## src/rtl/mstt_pkg.sv

```systemverilog
// Shared codes and the stored slot entry layout of the timer table.
package mstt_pkg;

   // command codes carried on the request tuser
   localparam logic [2:0] ACT_TICK        = 3'd0;
   localparam logic [2:0] ACT_START       = 3'd1;
   localparam logic [2:0] ACT_STOP        = 3'd2;
   localparam logic [2:0] ACT_STOP_REPEAT = 3'd3;
   localparam logic [2:0] ACT_SUSPEND     = 3'd4;
   localparam logic [2:0] ACT_RESUME      = 3'd5;

   // result kinds carried on the response tuser
   localparam logic KIND_START = 1'b0;
   localparam logic KIND_FIRE  = 1'b1;

   localparam int SLOT_IN_W  = 4;
   localparam int SLOT_OUT_W = 4;
   localparam int TIME_W     = 32;

   // one slot as it sits in the entry memory
   typedef struct packed {
      logic              repeating;
      logic              suspended;
      logic [TIME_W-1:0] period;
      logic [TIME_W-1:0] deadline;
   } entry_type;

   localparam int ENTRY_W = $bits(entry_type);

endpackage

```

## src/rtl/mstt_ram.sv

```systemverilog
// Simple dual-port RAM: one write port, one read port with registered data.
module mstt_ram #(
   parameter int WIDTH = 8,
   parameter int DEPTH = 16,
   parameter int ADDR_W = (DEPTH > 1) ? $clog2(DEPTH) : 1
) (
   input  logic              clock,
   input  logic              wr_en,
   input  logic [ADDR_W-1:0] wr_addr,
   input  logic [WIDTH-1:0]  wr_data,
   input  logic              rd_en,
   input  logic [ADDR_W-1:0] rd_addr,
   output logic [WIDTH-1:0]  rd_data
);

   logic [WIDTH-1:0] mem_ff [DEPTH];
   logic [WIDTH-1:0] rd_data_ff;

   always_ff @(posedge clock) begin
      if (wr_en) begin
         mem_ff[wr_addr] <= wr_data;
      end
      if (rd_en) begin
         rd_data_ff <= mem_ff[rd_addr];
      end
   end

   assign rd_data = rd_data_ff;

endmodule

```

## src/rtl/multi_slot_timer_table_core.sv

```systemverilog
// Timer slot table: command sequencer, slot scan and entry memory.
//
// Usage:
//   req_* takes one command item: tick, start, stop, stop repeat, suspend or
//   resume (req_tuser), with slot, period and repeat mark in req_tdata.
//   rsp_* returns start replies and fire reports; rsp_tlast marks the last
//   item caused by one command. Stop and the other slot commands reply with
//   nothing; a tick on which no slot fires replies with nothing.
//   One command is worked on at a time; req_tready is high only while idle.
//   A tick scans all slots: the scan reads one entry of the entry memory per
//   cycle while not paused, through its single read port, and checks it the
//   cycle after, writing back reloaded deadlines on the same memory's write
//   port. Stop-repeat, suspend and resume read, modify and write back the
//   entry; a start fills the lowest free slot; stop only clears the in-use mark.
//   Each fired slot is held one step so the final one can carry tlast.
//   A stalled receiver holds the output register; the scan pauses when a
//   further item has to leave and the register is still full.
//   Reset clears the tick count, all in-use marks and the output register;
//   the entry memory needs no clearing, since an entry's contents are used
//   only after a start has written it.
module multi_slot_timer_table_core #(
   parameter int NUM_SLOTS = 16
) (
   input  logic        clock,
   input  logic        reset,
   input  logic        req_tvalid,
   output logic        req_tready,
   input  logic [39:0] req_tdata,   // slot[3:0], period[35:4], repeating[36], zero[39:37]
   input  logic [2:0]  req_tuser,   // action[2:0]
   output logic        rsp_tvalid,
   input  logic        rsp_tready,
   output logic [7:0]  rsp_tdata,   // slot_number[3:0], success[4], zero[7:5]
   output logic        rsp_tuser,   // result_kind[0]
   output logic        rsp_tlast    // last_of_run
);

   import mstt_pkg::*;

   localparam int IDX_W = (NUM_SLOTS > 1) ? $clog2(NUM_SLOTS) : 1;
   localparam int CNT_W = $clog2(NUM_SLOTS + 1);

   localparam logic [2:0] ST_IDLE   = 3'd0;
   localparam logic [2:0] ST_SCAN   = 3'd1;
   localparam logic [2:0] ST_FLUSH  = 3'd2;
   localparam logic [2:0] ST_START  = 3'd3;
   localparam logic [2:0] ST_CMD_RD = 3'd4;
   localparam logic [2:0] ST_CMD_WR = 3'd5;

   logic [2:0]           state_ff, state_in;
   logic [TIME_W-1:0]    count_ff, count_in;
   logic [NUM_SLOTS-1:0] in_use_ff, in_use_in;
   logic [CNT_W-1:0]     rd_cnt_ff, rd_cnt_in;
   logic                 ev_valid_ff, ev_valid_in;
   logic [IDX_W-1:0]     ev_idx_ff, ev_idx_in;
   logic                 pend_valid_ff, pend_valid_in;
   logic [IDX_W-1:0]     pend_idx_ff, pend_idx_in;

   logic [2:0]           act_ff;
   logic [SLOT_IN_W-1:0] slot_ff;
   logic [TIME_W-1:0]    period_ff;
   logic                 rep_ff;

   logic                  rsp_valid_ff, rsp_valid_in;
   logic                  rsp_kind_ff;
   logic [SLOT_OUT_W-1:0] rsp_slot_ff;
   logic                  rsp_ok_ff;
   logic                  rsp_last_ff;

   logic                  push;
   logic                  push_kind;
   logic [SLOT_OUT_W-1:0] push_slot;
   logic                  push_ok;
   logic                  push_last;

   logic                 ram_we, ram_re;
   logic [IDX_W-1:0]     ram_waddr, ram_raddr;
   logic [ENTRY_W-1:0]   rd_word;
   entry_type            rd_entry, wr_entry;

   logic                 accept, out_free, rd_more, fire, stall;
   logic                 slot_ok, free_found;
   logic [IDX_W-1:0]     free_idx, rd_idx, cmd_idx;

   assign accept   = req_tvalid && req_tready;
   assign out_free = !rsp_valid_ff || rsp_tready;
   assign rd_more  = rd_cnt_ff < CNT_W'(NUM_SLOTS);
   assign rd_idx   = rd_cnt_ff[IDX_W-1:0];
   assign cmd_idx  = IDX_W'(slot_ff);
   assign slot_ok  = {3'b000, slot_ff} < 7'(NUM_SLOTS);
   assign rd_entry = entry_type'(rd_word);

   assign fire  = ev_valid_ff && in_use_ff[ev_idx_ff] && !rd_entry.suspended
                  && (rd_entry.deadline <= count_ff);
   assign stall = fire && pend_valid_ff && !out_free;

   // lowest free slot
   always_comb begin
      free_found = 1'b0;
      free_idx   = '0;
      for (int i = NUM_SLOTS - 1; i >= 0; i--) begin
         if (!in_use_ff[i]) begin
            free_found = 1'b1;
            free_idx   = IDX_W'(i);
         end
      end
   end

   always_comb begin
      state_in      = state_ff;
      count_in      = count_ff;
      in_use_in     = in_use_ff;
      rd_cnt_in     = rd_cnt_ff;
      ev_valid_in   = ev_valid_ff;
      ev_idx_in     = ev_idx_ff;
      pend_valid_in = pend_valid_ff;
      pend_idx_in   = pend_idx_ff;
      push          = 1'b0;
      push_kind     = KIND_START;
      push_slot     = '0;
      push_ok       = 1'b0;
      push_last     = 1'b0;
      ram_we        = 1'b0;
      ram_re        = 1'b0;
      ram_waddr     = '0;
      ram_raddr     = '0;
      wr_entry      = rd_entry;

      case (state_ff)
         ST_IDLE: begin
            if (accept) begin
               case (req_tuser)
                  ACT_TICK: begin
                     count_in  = count_ff + TIME_W'(1);
                     rd_cnt_in = '0;
                     state_in  = ST_SCAN;
                  end
                  ACT_START: state_in = ST_START;
                  default:   state_in = ST_CMD_RD;
               endcase
            end
         end

         ST_SCAN: begin
            if (!stall) begin
               if (rd_more) begin
                  ram_re      = 1'b1;
                  ram_raddr   = rd_idx;
                  rd_cnt_in   = rd_cnt_ff + CNT_W'(1);
                  ev_valid_in = 1'b1;
                  ev_idx_in   = rd_idx;
               end else begin
                  ev_valid_in = 1'b0;
               end
               if (fire) begin
                  // release the held report; this one is held in its place
                  if (pend_valid_ff) begin
                     push      = 1'b1;
                     push_kind = KIND_FIRE;
                     push_slot = SLOT_OUT_W'(pend_idx_ff);
                  end
                  pend_valid_in = 1'b1;
                  pend_idx_in   = ev_idx_ff;
                  if (rd_entry.repeating) begin
                     wr_entry.deadline = count_ff + rd_entry.period;
                     ram_we            = 1'b1;
                     ram_waddr         = ev_idx_ff;
                  end else begin
                     in_use_in[ev_idx_ff] = 1'b0;
                  end
               end
            end
            if (!rd_more && !ev_valid_ff) begin
               state_in = ST_FLUSH;
            end
         end

         ST_FLUSH: begin
            if (!pend_valid_ff) begin
               state_in = ST_IDLE;
            end else if (out_free) begin
               push          = 1'b1;
               push_kind     = KIND_FIRE;
               push_slot     = SLOT_OUT_W'(pend_idx_ff);
               push_last     = 1'b1;
               pend_valid_in = 1'b0;
               state_in      = ST_IDLE;
            end
         end

         ST_START: begin
            if (out_free) begin
               push      = 1'b1;
               push_kind = KIND_START;
               push_last = 1'b1;
               if (free_found) begin
                  wr_entry.repeating  = rep_ff;
                  wr_entry.suspended  = 1'b0;
                  wr_entry.period     = period_ff;
                  wr_entry.deadline   = count_ff + period_ff;
                  ram_we              = 1'b1;
                  ram_waddr           = free_idx;
                  in_use_in[free_idx] = 1'b1;
                  push_slot           = SLOT_OUT_W'(free_idx);
                  push_ok             = 1'b1;
               end
               state_in = ST_IDLE;
            end
         end

         ST_CMD_RD: begin
            state_in = ST_IDLE;
            if (slot_ok && in_use_ff[cmd_idx]) begin
               case (act_ff)
                  ACT_STOP: in_use_in[cmd_idx] = 1'b0;
                  ACT_STOP_REPEAT, ACT_SUSPEND, ACT_RESUME: begin
                     ram_re    = 1'b1;
                     ram_raddr = cmd_idx;
                     state_in  = ST_CMD_WR;
                  end
                  default: state_in = ST_IDLE;
               endcase
            end
         end

         ST_CMD_WR: begin
            ram_we    = 1'b1;
            ram_waddr = cmd_idx;
            case (act_ff)
               ACT_STOP_REPEAT: wr_entry.repeating = 1'b0;
               ACT_SUSPEND:     wr_entry.suspended = 1'b1;
               ACT_RESUME: begin
                  wr_entry.suspended = 1'b0;
                  wr_entry.deadline  = '0;
               end
               default: ram_we = 1'b0;
            endcase
            state_in = ST_IDLE;
         end

         default: state_in = ST_IDLE;
      endcase

      if (push) begin
         rsp_valid_in = 1'b1;
      end else if (rsp_tready) begin
         rsp_valid_in = 1'b0;
      end else begin
         rsp_valid_in = rsp_valid_ff;
      end
   end

   always_ff @(posedge clock) begin
      if (reset) begin
         state_ff      <= ST_IDLE;
         count_ff      <= '0;
         in_use_ff     <= '0;
         rd_cnt_ff     <= '0;
         ev_valid_ff   <= 1'b0;
         pend_valid_ff <= 1'b0;
         rsp_valid_ff  <= 1'b0;
      end else begin
         state_ff      <= state_in;
         count_ff      <= count_in;
         in_use_ff     <= in_use_in;
         rd_cnt_ff     <= rd_cnt_in;
         ev_valid_ff   <= ev_valid_in;
         pend_valid_ff <= pend_valid_in;
         rsp_valid_ff  <= rsp_valid_in;
      end
   end

   always_ff @(posedge clock) begin
      ev_idx_ff   <= ev_idx_in;
      pend_idx_ff <= pend_idx_in;
      if (accept) begin
         act_ff    <= req_tuser;
         slot_ff   <= req_tdata[3:0];
         period_ff <= req_tdata[35:4];
         rep_ff    <= req_tdata[36];
      end
      if (push) begin
         rsp_kind_ff <= push_kind;
         rsp_slot_ff <= push_slot;
         rsp_ok_ff   <= push_ok;
         rsp_last_ff <= push_last;
      end
   end

   mstt_ram #(
      .WIDTH (ENTRY_W),
      .DEPTH (NUM_SLOTS),
      .ADDR_W(IDX_W)
   ) u_entry_ram (
      .clock  (clock),
      .wr_en  (ram_we),
      .wr_addr(ram_waddr),
      .wr_data(wr_entry),
      .rd_en  (ram_re),
      .rd_addr(ram_raddr),
      .rd_data(rd_word)
   );

   assign req_tready = (state_ff == ST_IDLE);
   assign rsp_tvalid = rsp_valid_ff;
   assign rsp_tdata  = {3'b000, rsp_ok_ff, rsp_slot_ff};
   assign rsp_tuser  = rsp_kind_ff;
   assign rsp_tlast  = rsp_last_ff;

   a_start_is_last: assert property (@(posedge clock) disable iff (reset)
      (rsp_tvalid && rsp_tuser == KIND_START) |-> rsp_tlast)
      else $error("start reply without tlast");

   a_idle_clean: assert property (@(posedge clock) disable iff (reset)
      (state_ff == ST_IDLE) |-> (!pend_valid_ff && !ev_valid_ff))
      else $error("idle with a fire report or scan entry outstanding");

   a_no_port_clash: assert property (@(posedge clock) disable iff (reset)
      (ram_we && ram_re) |-> (ram_waddr != ram_raddr))
      else $error("entry read and written at once");

   a_scan_stall_holds: assert property (@(posedge clock) disable iff (reset)
      (state_ff == ST_SCAN && stall) |=> (ev_valid_ff && $stable(ev_idx_ff)))
      else $error("scan entry lost during stall");

endmodule

```

## config.mk

```make
export PLATFORM = sky130hd
export DESIGN_NAME = multi_slot_timer_table_core
export DESIGN_NICKNAME = d
export VERILOG_FILES = /design/src/rtl/mstt_pkg.sv /design/src/rtl/mstt_ram.sv /design/src/rtl/multi_slot_timer_table_core.sv
export SDC_FILE = /design/constraint.sdc
export NUM_CORES = 2
export LEC_CHECK = 0
export BUFFER_PORTS_ARGS = -buffer_cell sky130_fd_sc_hd__buf_2
export CORE_UTILIZATION = 59
export CTS_BUF_LIST = sky130_fd_sc_hd__clkbuf_4 sky130_fd_sc_hd__clkbuf_8 sky130_fd_sc_hd__clkbuf_16
export DETAILED_ROUTE_END_ITERATION = 16
export PLACE_DENSITY = 0.75
export SYNTH_ARGS = -nofsm -noshare
export SYNTH_HDL_FRONTEND = slang
export SYNTH_HIERARCHICAL = 1
export SYNTH_SLANG_ARGS = --single-unit
export TNS_END_PERCENT = 50
```

## constraint.sdc

```tcl
create_clock -name clock -period 22.9 [get_ports clock]
set_input_delay 4.58 -clock clock [delete_from_list [all_inputs] [get_ports clock]]
set_output_delay 4.58 -clock clock [all_outputs]
set_load 0.01 [all_outputs]
```

==> results.toml <==
[run_status]
outcome = "finished clean"

[worst_setup_path]
worst-setup-path-type = "input port to flop"
r2r_end = "u_entry_ram/mem_ff[3][44]"
cpPeakStageDelay_ps = 850
start_kind = "input port"
r2r_start = "count_ff[28]"
crit_chain = "buf_2 > nor2b_1 > nand2_1 > o211a_1 > a22o_4 > buf_12 > buf_4 > mux4_2 > a22oi_1 > nand2_1"
arrival_ps = 8870
crit_buf_inv = 3
cpMostUsedCell = "nand2_1"
cp_top_family = "buffers and inverters"
crit_end = "u_entry_ram/rd_data[44]"
cp.required_ps = 23340
cp_num_cells = 10
endpoint_kind = "flop"
r2r_cells = 13
reg2reg_slack_ps = 16060
cp_max_fo = 118
critical-path-slowest-cell = "buf_4"
startpoint = "rsp_tready"

[drt]
drt-initial-drc-count = 3769
first_pass_iters = 6
ant_nets = 0
via_count = 28577
viasPerCell = 6.680
drc = 0
finalWirelength_um = 125900
wire_per_inst_um = 29.44

[yosys]
seq_area_frac_synth_pct = 70.95
synth.distinct_cells = 75
synth_seq_cells = 1236
synth_warnings = 6
ys_async_sr_fraction_pct = 0
syn_area_sq_mm = 0.05148
syn_inst = 2933
netlist.area_leader.share_pct = 68.65
synth_top_cell_by_area = "edfxtp_1"
synth-edff-count = 1177
synth_common_cells = "1177 x edfxtp_1, 274 x mux4_2, 255 x nand2_1, 153 x a22oi_1, 115 x a21oi_1"
synth_area_per_cell_sq_um = 17.55
ys_top_cells_by_area = "edfxtp_1 69%, mux4_2 12%, ha_1 2.3%"
synth_ff_type = "edfxtp_1"
yosys.cell_count.top_type = "edfxtp_1"

[power]
clkPwrFrac_pct = 43.0
power_frac_comb_pct = 1.7
p_int_mw = 3.604
switching_power_uw = 899.0
pwr-share-seq_pct = 55.2
p_leak_nw = 18.35
switching_share_pct = 19.97
peakVddDrop_mv = 0.08807
power-per-cell-area_mw_per_mm2 = 78.93

[clock_network]
clk_pin_slew_ps = 60
clk_latency_ps = 700
clock-sinks = 1236
cts_tree = "built"
ctsHtreeMaxLevel = 3
cts_resized = 0
clock_path_buffers = 3
cts_buffers = 118
postCtsSetupRepairBufs = 0
cts_hold_buf = 0
clockRootBuffer = "clkbuf_16"

[run]
drv_cap = 0

[sta]
fin_crit_sh_pct = 36.83
worstMarginPinSlew_ps = 1336
fin_worst_skew_ps = 18.63
setup_tns_ps = 0
finalMaxSlewViolations = 0
holdWs_ps = 531.6
worst_slack_ps = 14470
min_period_ps = 8433
max_freq_ghz = 0.1186
hold_viol = 0
slew_headroom_pct = 10.92
rsz0062_at_grt = "no"
setup_violations = 0

[finish]
fin_area_sq_mm = 0.05704
diodes = 0
nets = 3179
postLayoutCoreUtil_pct = 66.47
drive_above_1_share_pct = 20.17
layout-area-overhead-vs-synth_pct = 10.80

[floorplanning]
rows = 107
die-area_sq_mm = 0.08844
io_pins = 59
die_x_um = 297.4
core_sq_mm = 0.08582
die_h_um = 297.4
initial_utilization_pct = 59.99

[grt]
grt_max_degree = 161
grt.total_usage_pct = 28.66
grt_pass1_wl_um = 185300
gr-total-overflow = 0
grt_pass1_vias = 28929
antenna_found_initial = 0

[place]
hpwlAfterDp_um = 69170
pre_cts_ws_ps = 13720
port_buffers = 52
place_congestion = 0.9314
dpl_cell_area_sq_mm = 0.05316

[hold_path]
holdCritPathClass = "flop to flop"
power by group through the flow:
stage	logic, mW	clock network, mW	registers (mW)
after floorplan	0.0534	0	2.52
after global placement	0.0729	0	2.53
after detailed placement	0.0769	0	2.53
after CTS	0.0772	1.96	2.49
after global routing	0.0848	2.04	2.49
final	0.0783	1.94	2.49
layer usage:
metal | vias to the layer above | GRT usage, % | wire (um)
met2 | 1612 | 47.31 | 61850
met3 | 289 | 4.075 | 11170
met4 | 0 | 9.659 | 4098
met5 | - | 0 | 0
met1 | 14598 | 39.71 | 48830
li1 | 12078 | - | -
worst min-delay path by stage:
stage | slack (ps) | cells after the start | end | startpoint
final | 530 | 1 | rsp_slot_ff[3] | pend_idx_ff[3]
after global routing | 540 | 0 | ev_idx_ff[3] | rd_cnt_ff[3]
after detailed placement | 510 | 0 | ev_idx_ff[3] | rd_cnt_ff[3]
after CTS | 530 | 0 | ev_idx_ff[3] | rd_cnt_ff[3]
after floorplan | 470 | 2 | rd_cnt_ff[1] | rd_cnt_ff[1]
after global placement | 500 | 0 | ev_idx_ff[3] | rd_cnt_ff[3]
metrics by stage:
step / std cells / power, mW
after detailed placement: 4057 / 2.611
after CTS: 4277 / 4.520
after global placement: 4057 / 2.607
after global routing: 4278 / 4.608
final: 4278 / 4.503
after floorplan: 2935 / 2.576
cell families after synthesis:
family | count (synthesis) | share of synthesized area (%)
buffers and inverters | 187 | 1.682
flip-flops | 1236 | 70.95
AND/OR/NAND/NOR | 550 | 4.999
other | 1 | 0.007284
multiplexers | 277 | 12.04
adder cells (fa/ha/maj) | 98 | 2.411
AO/OA/AOI/OAI | 500 | 6.479
XOR/XNOR | 84 | 1.429
area by class of cell:
cell class	instances	area (sq um)
inverters	53	198.9
clock inverters	74	709.4
flip-flops and latches	1236	36530
fillers	5468	28770
repair buffers	113	743.2
multi-input cells	1512	14270
clock buffers	146	3169
well taps	1144	1431
cell usage in the layout, fill, tap and decap left out, types with 36 or more instances in the layout:
master / n
clkbuf_16: 118
dfxtp_1: 59
xnor2_1: 57
a21oi_1: 115
edfxtp_1: 1177
o21ai_0: 72
buf_4: 59
ha_1: 96
nand2_1: 254
a22oi_1: 153
nor2_1: 100
a21o_1: 36
inv_1: 52
nor3_1: 37
mux4_2: 274
buf_2: 52
state kept, by name, indices dropped and copies added (netlist names):
name	flops
period_ff	32
act_ff	3
rsp_slot_ff	4
rsp_tlast	1
pend_idx_ff	4
state_ff	3
rep_ff	1
rsp_ok_ff	1
u_entry_ram/rd_data	66
cmd_idx	4
rd_cnt_ff	5
u_entry_ram/mem_ff	1056
ev_valid_ff	1
ev_idx_ff	4
count_ff	32
pend_valid_ff	1
rsp_tvalid	1
in_use_ff	16
rsp_tuser	1
(Power assumes the default switching activity.)
